[config.mk]
export PLATFORM = sky130hd
export DESIGN_NAME = sorted_insert_priority_queue_unit
export DESIGN_NICKNAME = d
export VERILOG_FILES = /design/src/design/sipq_pkg.sv /design/src/design/sipq_cell.sv /design/src/design/sorted_insert_priority_queue_unit.sv
export SDC_FILE = /design/constraint.sdc
export NUM_CORES = 2
export LEC_CHECK = 0
export BUFFER_PORTS_ARGS = -buffer_cell sky130_fd_sc_hd__buf_2
export CORE_AREA = 2 2 313 315
export DETAILED_ROUTE_END_ITERATION = 10
export DIE_AREA = 0 0 315 317
export GPL_ROUTABILITY_DRIVEN = 0
export HOLD_SLACK_MARGIN = 0.12
export SYNTH_ARGS = -nofsm -noshare
export SYNTH_HDL_FRONTEND = slang
export SYNTH_SLANG_ARGS = --single-unit
[constraint.sdc]
create_clock -name clk_i -period 4.6 [get_ports clk_i]
set_input_delay 0.46 -clock clk_i [delete_from_list [all_inputs] [get_ports clk_i]]
set_output_delay 0.46 -clock clk_i [all_outputs]
set_load 0.05 [all_outputs]
[src/design/sipq_pkg.sv]
// shared types and constants of the sorted-insert priority queue
package sipq_pkg;

  localparam int unsigned DEPTH = 16;
  localparam int unsigned CNT_W = $clog2(DEPTH + 1);

  localparam int unsigned TAG_W   = 16;
  localparam int unsigned DAY_W   = 5;
  localparam int unsigned MONTH_W = 4;
  localparam int unsigned YEAR_W  = 14;
  localparam int unsigned OCC_W   = 5;

  typedef enum logic [1:0] {
    STATUS_ADDED   = 2'd0,
    STATUS_REMOVED = 2'd1,
    STATUS_EMPTY   = 2'd2,
    STATUS_FULL    = 2'd3
  } status_e;

  typedef enum logic {
    OP_PUSH = 1'b0,
    OP_POP  = 1'b1
  } op_e;

  // year, month, day in that order so the packed date compares as the key
  typedef struct packed {
    logic [TAG_W-1:0]   tag;
    logic [YEAR_W-1:0]  year;
    logic [MONTH_W-1:0] month;
    logic [DAY_W-1:0]   day;
  } entry_t;

  typedef struct packed {
    logic   push;
    logic   pop;
    entry_t data;
  } cmd_t;

  function automatic logic [YEAR_W+MONTH_W+DAY_W-1:0] date_key(input entry_t e);
    return {e.year, e.month, e.day};
  endfunction

endpackage

[src/design/sipq_cell.sv]
// one slot of the sorted shift row: holds an entry and moves it left or right
module sipq_cell
  import sipq_pkg::*;
(
  input  logic   clk_i,
  input  cmd_t   cmd_i,
  input  logic   valid_i,
  input  entry_t left_entry_i,
  input  logic   left_gt_i,
  input  entry_t right_entry_i,
  output entry_t entry_o,
  output logic   gt_o
);

  entry_t entry_q, entry_d;

  // a held entry later than the new one must move one slot towards the tail
  assign gt_o = valid_i && (date_key(entry_q) > date_key(cmd_i.data));

  always_comb begin
    entry_d = entry_q;
    if (cmd_i.push) begin
      if (left_gt_i) begin
        entry_d = left_entry_i;
      end else if (!valid_i || gt_o) begin
        entry_d = cmd_i.data;
      end
    end else if (cmd_i.pop) begin
      entry_d = right_entry_i;
    end
  end

  always_ff @(posedge clk_i) begin
    entry_q <= entry_d;
  end

  assign entry_o = entry_q;

endmodule

[src/design/sorted_insert_priority_queue_unit.sv]
// top level of the sorted-insert priority queue: cell row, fill count and result word
//
//  channel  | signals                                    | handshake
//  ---------+--------------------------------------------+-----------------------
//  command  | operation_i task_tag_i due_*_i             | start, busy
//  result   | status_o out_*_o occupancy_o               | done_o, one cycle
//
// one word per cycle: every cell compares its date with the pushed one in
// parallel, so the whole row shifts or inserts together
// the result appears on the cycle after the command is taken
// busy stays low; the result has no back-pressure
// reset clears the fill count and the result strobe; entries need no clearing
module sorted_insert_priority_queue_unit
  import sipq_pkg::*;
(
  input  logic               clk_i,
  input  logic               rst_ni,
  input  logic               start,
  output logic               busy,
  input  logic               operation_i,
  input  logic [TAG_W-1:0]   task_tag_i,
  input  logic [DAY_W-1:0]   due_day_i,
  input  logic [MONTH_W-1:0] due_month_i,
  input  logic [YEAR_W-1:0]  due_year_i,
  output logic               done_o,
  output logic [1:0]         status_o,
  output logic [TAG_W-1:0]   out_tag_o,
  output logic [DAY_W-1:0]   out_day_o,
  output logic [MONTH_W-1:0] out_month_o,
  output logic [YEAR_W-1:0]  out_year_o,
  output logic [OCC_W-1:0]   occupancy_o
);

  logic accept;
  logic full, empty;
  cmd_t cmd;

  logic [CNT_W-1:0] count_q, count_d;
  logic             done_q;
  status_e          status_q, status_d;
  entry_t           res_q, res_d;

  entry_t cell_entry [DEPTH];
  logic   cell_gt    [DEPTH];
  logic   cell_valid [DEPTH];

  assign busy   = 1'b0;
  assign accept = start && !busy;
  assign full   = (count_q == CNT_W'(DEPTH));
  assign empty  = (count_q == '0);

  always_comb begin
    cmd.data.tag   = task_tag_i;
    cmd.data.year  = due_year_i;
    cmd.data.month = due_month_i;
    cmd.data.day   = due_day_i;
    cmd.push = accept && (operation_i == OP_PUSH) && !full;
    cmd.pop  = accept && (operation_i == OP_POP) && !empty;
  end

  for (genvar i = 0; i < DEPTH; i++) begin : g_cell
    entry_t left_entry, right_entry;
    logic   left_gt;

    assign cell_valid[i] = (CNT_W'(i) < count_q);

    if (i == 0) begin : g_head
      assign left_entry = '0;
      assign left_gt    = 1'b0;
    end else begin : g_body
      assign left_entry = cell_entry[i-1];
      assign left_gt    = cell_gt[i-1];
    end

    if (i == DEPTH - 1) begin : g_tail
      assign right_entry = cell_entry[i];
    end else begin : g_inner
      assign right_entry = cell_entry[i+1];
    end

    sipq_cell u_cell (
      .clk_i         (clk_i),
      .cmd_i         (cmd),
      .valid_i       (cell_valid[i]),
      .left_entry_i  (left_entry),
      .left_gt_i     (left_gt),
      .right_entry_i (right_entry),
      .entry_o       (cell_entry[i]),
      .gt_o          (cell_gt[i])
    );
  end

  always_comb begin
    count_d  = count_q;
    status_d = status_q;
    res_d    = '0;
    if (accept) begin
      if (operation_i == OP_PUSH) begin
        if (full) begin
          status_d = STATUS_FULL;
        end else begin
          status_d = STATUS_ADDED;
          count_d  = count_q + CNT_W'(1);
        end
      end else begin
        if (empty) begin
          status_d = STATUS_EMPTY;
        end else begin
          status_d = STATUS_REMOVED;
          res_d    = cell_entry[0];
          count_d  = count_q - CNT_W'(1);
        end
      end
    end
  end

  always_ff @(posedge clk_i or negedge rst_ni) begin
    if (!rst_ni) begin
      count_q <= '0;
      done_q  <= 1'b0;
    end else begin
      count_q <= count_d;
      done_q  <= accept;
    end
  end

  always_ff @(posedge clk_i) begin
    if (accept) begin
      status_q <= status_d;
      res_q    <= res_d;
    end
  end

  assign done_o      = done_q;
  assign status_o    = status_q;
  assign out_tag_o   = res_q.tag;
  assign out_day_o   = res_q.day;
  assign out_month_o = res_q.month;
  assign out_year_o  = res_q.year;
  assign occupancy_o = OCC_W'(count_q);

  a_result_follows: assert property (@(posedge clk_i) disable iff (!rst_ni)
    accept |=> done_o)
    else $error("no result after an accepted command");

  a_count_bound: assert property (@(posedge clk_i) disable iff (!rst_ni)
    count_q <= CNT_W'(DEPTH))
    else $error("fill count beyond depth");

  a_push_grows: assert property (@(posedge clk_i) disable iff (!rst_ni)
    (accept && operation_i == OP_PUSH && !full) |=>
      (count_q == $past(count_q) + CNT_W'(1)) && (status_o == STATUS_ADDED))
    else $error("push did not grow the queue");

  a_full_refused: assert property (@(posedge clk_i) disable iff (!rst_ni)
    (accept && operation_i == OP_PUSH && full) |=>
      $stable(count_q) && (status_o == STATUS_FULL) && (out_tag_o == '0))
    else $error("push into a full queue changed state");

endmodule

Word level (Yosys, flattened, before mapping)
Cells that the tools add are included.

word-level totals
  flip-flop bits (word level) = 671
  output and inout bits = 48
  logic and storage cells = 266

cells by class
  add/sub/neg operators = 2
  magnitude comparators = 32
  eq/ne operators = 18
  multiplexer cells = 67
  bitwise logic cells = 1
  reduce and logical (&&, ||, !) cells = 75

operators with widths
  kind                                                        count
  two-way mux 39 bit                                          61
  > comparator 23 bit                                         16
  != test 3 x 1 -> 1 bit (second input constant)              14
  less-than comparator 4 x 5 -> 1 bit (first input constant)  8
  AND reduction 2 bit                                         16
  logical AND 1 bit                                           20
  less-than comparator 3 x 5 -> 1 bit (first input constant)  4
  logical NOT 1 bit                                           18
  logical OR 1 bit                                            16
  two-way mux 5 bit                                           3
  less-than comparator 1 x 5 -> 1 bit (first input constant)  2
  less-than comparator 2 x 5 -> 1 bit (first input constant)  2
  two-way mux 2 bit                                           3
  adder 5 x 1 -> 5 bit (second input constant)                1
  equality test 5 bit (second input constant)                 1
  logical NOT 5 bit                                           1
  subtractor 5 x 1 -> 5 bit (second input constant)           1
  != test 2 bit (second input constant)                       2
  nonzero test 2 bit                                          2
  AND reduction 3 bit                                         1
  != test 2 x 1 -> 1 bit (second input constant)              1
  OR reduction 2 bit                                          1
  inverter 1 bit                                              1

Logic depth before layout (Yosys ltp)
  word-level depth = 6
  depth in mapped cells = 12
  mapped depth without buffers = 9

Hierarchy
From an unflattened synthesis, not the netlist that was laid out.

second synthesis, totals
  cell total of the unflattened synthesis = 4251
  area total of the unflattened synthesis = 42954.9 µm²

modules (own cells, without submodules)
  module                             times used  cells an instance  area each (µm²)
  sipq_cell at g_cell[0].u_cell ...  15          256                2555.0
  sipq_cell at g_cell[9].u_cell      1           257                2572.5
  sorted_insert_priority_queue_unit  1           154                2058.2

Worst setup path after synthesis
OpenSTA, ideal clock, no wires.

  kind = input-to-reg
  start = in due_year_i[12]
  end = reg g_cell[5].u_cell.entry_q, in the netlist g_cell[5].u_cell.entry_o[0], enable pin
  setup time = 0.458 ns
  arrival time = 4.815 ns
  setup slack = -0.673 ns
  stages = 10
  buffers on the path = 2
  cells stage by stage = inv_1 -> ha_1 -> nand3_1 -> or3_1 -> or4_1 -> o221ai_1 -> nand3_2 -> buf_2 -> buf_2 -> a41oi_1

on the way
  cells in the longest elaborated chain, start to end = 5

ends and longest elaborated chain
  item                                RTL line                                 text
  start: declaration                  sorted_insert_priority_queue_unit.sv:24  input logic [YEAR_W-1:0] due_year_i,
  > comparator 23 bit                 sipq_cell.sv:18                          assign gt_o = valid_i && (date_key(entry_q) > date_key(cmd_i.data));
  logical AND 1 bit                   sipq_cell.sv:18
  logical OR 1 bit                    sipq_cell.sv:25                          end else if (!valid_i || gt_o) begin
  != test 3 x 1 -> 1 bit (no line) *  -
  AND reduction 2 bit (no line) *     -
  end signal: assignment              sipq_cell.sv:34                          entry_q <= entry_d;
  end: declaration                    sipq_cell.sv:15                          entry_t entry_q, entry_d;

Every way passes the cells marked *; elsewhere a longest branch is shown, timed or not.
A chain may end at the register's enable or synchronous reset.

Worst setup path in the final report
  start = reg g_cell[12].u_cell.entry_q, in the netlist g_cell[12].u_cell.entry_o[21]
  end = reg g_cell[13].u_cell.entry_q, in the netlist g_cell[13].u_cell.entry_o[35], enable pin

on the way
  cells in the longest elaborated chain, start to end = 4

ends and longest elaborated chain
  item                              RTL line
  start: declaration                sipq_cell.sv:15
  start signal: assignment          sipq_cell.sv:34
  > comparator 23 bit               sipq_cell.sv:18
  logical AND 1 bit                 sipq_cell.sv:18
  != test 3 x 1 -> 1 bit (no line)  -
  AND reduction 2 bit (no line)     -
  end signal: assignment            sipq_cell.sv:34
  end: declaration                  sipq_cell.sv:15

No other way between the ends.

==> impl_metrics.yaml <==
synthesis:
  synthCells: 3648
  synth_edf_count: 665
  synthTopCellsByArea: "edfxtp_1, ha_1, a221o_1, nand2_1, and3_1"
  synthArstFlopShare_pct: 0.8942
  synthFlopType: "edfxtp_1"
  yosys_register_bits: 671
  yosys_warnings: 0
  mappedNetlistArea_mm2: 0.04030
  yosysMostFrequentCell: "edfxtp_1"
  yosysTopAreaCell: "edfxtp_1"
  synth_common_cells: "edfxtp_1, nand2_1, a221o_1"
  yosysUniqueCellTypes: 53
  ys_seq_area_share_pct: 49.92
  synth_nets: 4062
  syn_avg_cell_area_um2: 11.05
  synth_top_area_share_pct: 49.55
hold_path:
  hp-class: "primary input to flop"
  hold_start: "task_tag_i[0]"
  whs_path_depth: 2
  min_to: "g_cell[15].u_cell.entry_o[23]$_DFFE_PP_"
power_and_ir_drop:
  internal_power_mw: 15.35
  p_comb_share_pct: 33.6
  power.switching_mw: 9.459
  ir_worst_vdd_mv: 0.3490
  power.density_mw_per_mm2: 542.9
  swShare_pct: 38.13
  p_leak_nw: 18.18
  seqPwrFrac_pct: 40.6
  pwr-share-clk_pct: 25.7
  total_power_mw: 24.81
clocking:
  clk_latency_ns: 0.67
  post_cts_resized: 0
  cts_max_level: 3
  cts.sinks: 671
  cts_made_buffers: 79
  path_clk_slew_ns: 0.06
  hold_buffers: 5
  cts_buffer_depth: 3
  post_cts_buffers: 0
  root_buffer: "clkbuf_16"
  cts_tree: "done"
global_routing:
  grt_max_degree: 143
  overflow: 0
  grt_pass1_vias: 31960
  grt_usage_pct: 27.81
  grt_pass1_wl_um: 208900
  antenna_found_initial: 1
route:
  vias: 32820
  wl_per_cell_um: 27.93
  routed_wirelength_um: 140300
  drcViolationCount: 0
  routed_via_density: 6.533
  postRouteAntennaNets: 0
  drt_first_pass_iters: 6
  drtIter0Drc: 3993
floorplan:
  start_util_pct: 41.86
  die_height_um: 317
  coreArea_mm2: 0.09628
  io_pins: 91
  die-area_mm2: 0.09986
  die_x_um: 315
  rows: 114
status:
  status: "complete, no violations"
sta:
  final.setup.worst_slack_ns: 0.5588
  rsz0062_at_grt: "no"
  hold_slack_ns: 0.1430
  setup-violations-final: 0
  worstMarginPinSlew_ns: 1.287
  clock.fmax_ghz: 0.2475
  drv_slew: 0
  timing.final.hold_violations: 0
  finalCritPeriodShare_pct: 87.85
  finClkSkew_ns: 0.03121
  post-route-min-period_ns: 4.041
  slew_headroom_pct: 13.26
worst_setup_path:
  r2r-end: "g_cell[13].u_cell.entry_o[35]$_DFFE_PP_"
  reg2reg_from: "g_cell[12].u_cell.entry_o[21]$_DFFE_PP_"
  ff2ff_path_depth: 9
  worst_ep_required_time_ns: 4.94
  cp.arrival_ns: 4.38
  end_kind: "flop"
  rrSetupSlack_ns: 0.56
  crit_path_start_kind: "flop"
  critPathLaunch: "g_cell[12].u_cell.entry_o[21]$_DFFE_PP_"
  path_max_fanout: 23
  critical_path_class: "flop to flop"
cells_and_area:
  drive_gt1_share_pct: 11.87
  diodes: 0
  final_util_pct: 47.46
  syn2layout_area_growth_pct: 13.37
  nNetsFinal: 4099
  final_cell_area_mm2: 0.04569
placement:
  placed_cell_area_mm2: 0.04310
  pre_cts_ws_ns: 0.4736
  dp_hpwl_um: 95270
  portBuffers: 89
run:
  maxCapViolCount: 0
==> layer usage <==
layer / global-route usage [%] / share of wire, %
met5: 0 / 0
met4: 12.12 / 4.5
met3: 4.735 / 8.4
met2: 43.13 / 45
met1: 38.37 / 42
==> critical path: stages, from the launching register on <==
cell and delay, ns:
edfxtp_1 0.44, ha_1 0.33, nand3_1 0.14, or3_1 0.51
or4_1 0.62, o221ai_1 0.26, and3_4 0.25, nor3_1 0.07
a21oi_4 0.78, buf_12 0.30
==> power by group through the flow <==
| stage | registers, mW | clock network, mW | logic [mW] |
|---|---|---|---|
| 6_report | 10.1 | 6.38 | 8.35 |
| 5_1_grt | 10.2 | 6.67 | 8.97 |
| 4_1_cts | 10.0 | 6.45 | 8.20 |
| 3_5_place_dp | 10.1 | 0 | 8.16 |
| 3_3_place_gp | 10.2 | 0 | 7.99 |
| 2_1_floorplan | 9.79 | 0 | 5.01 |
==> metrics by stage <==
| step | std cells | setup TNS, ns |
|---|---|---|
| 2_1_floorplan | 3648 | -47.19 |
| 3_3_place_gp | 4875 | 0 |
| 3_5_place_dp | 4875 | 0 |
| 4_1_cts | 5024 | 0 |
| 5_1_grt | 5024 | 0 |
| 6_report | 5024 | 0 |
==> cell usage in the layout, fill, tap and decap left out, drive strengths merged, types with 55 or more instances in the layout <==
cell type,instances
a221o,381
buf,238
and3,273
ha,371
nor2,199
o211ai,157
clkbuf,99
a21oi,133
nand4,57
edfxtp,665
nand3,235
and2,57
nand2,458
o21ai,55
inv,56
==> logic make-up (layout without fill, tap and decap cells) <==
kind of cell             after synthesis  count (layout)  share of synthesized area, %
XOR/XNOR                               6               6                        0.1304
multiplexers                          44              44                         1.214
other                                  1               1                      0.009304
AND/OR/NAND/NOR                     1369            1369                         16.62
adder cells (fa/ha/maj)              371             371                         11.52
flip-flops                           671             671                         49.92
AO/OA/AOI/OAI                        846             846                         17.24
buffers and inverters                340             440                         3.350
==> registers in the layout, summed over array words and instances, names as in the netlist <==
| register | cells |
|---|---|
| done_o | 1 |
| out_day_o | 5 |
| out_tag_o | 16 |
| status_o | 2 |
| out_year_o | 14 |
| occupancy_o | 5 |
| g_cell.u_cell.entry_o | 624 |
| out_month_o | 4 |
==> final cells by class <==
type	instances	area (um^2)
Clock inverter	45	452.9
Timing Repair Buffer	243	2027
Multi-Input combinational cell	2637	19210
Sequential cell	671	20120
Clock buffer	99	2093
Inverter	53	198.9
Fill cell	8856	50590
Tap cell	1276	1597
==> how the worst max path moves through the flow <==
stage	endpoint	cells past startpoint
floorplan	g_cell[7].u_cell.entry_o[0]$_DFFE_PP_	11
global placement	g_cell[13].u_cell.entry_o[32]$_DFFE_PP_	11
detailed placement	g_cell[13].u_cell.entry_o[32]$_DFFE_PP_	11
CTS	g_cell[13].u_cell.entry_o[35]$_DFFE_PP_	9
global route	g_cell[13].u_cell.entry_o[36]$_DFFE_PP_	9
finish	g_cell[13].u_cell.entry_o[35]$_DFFE_PP_	9
(Power assumes the default switching activity.)
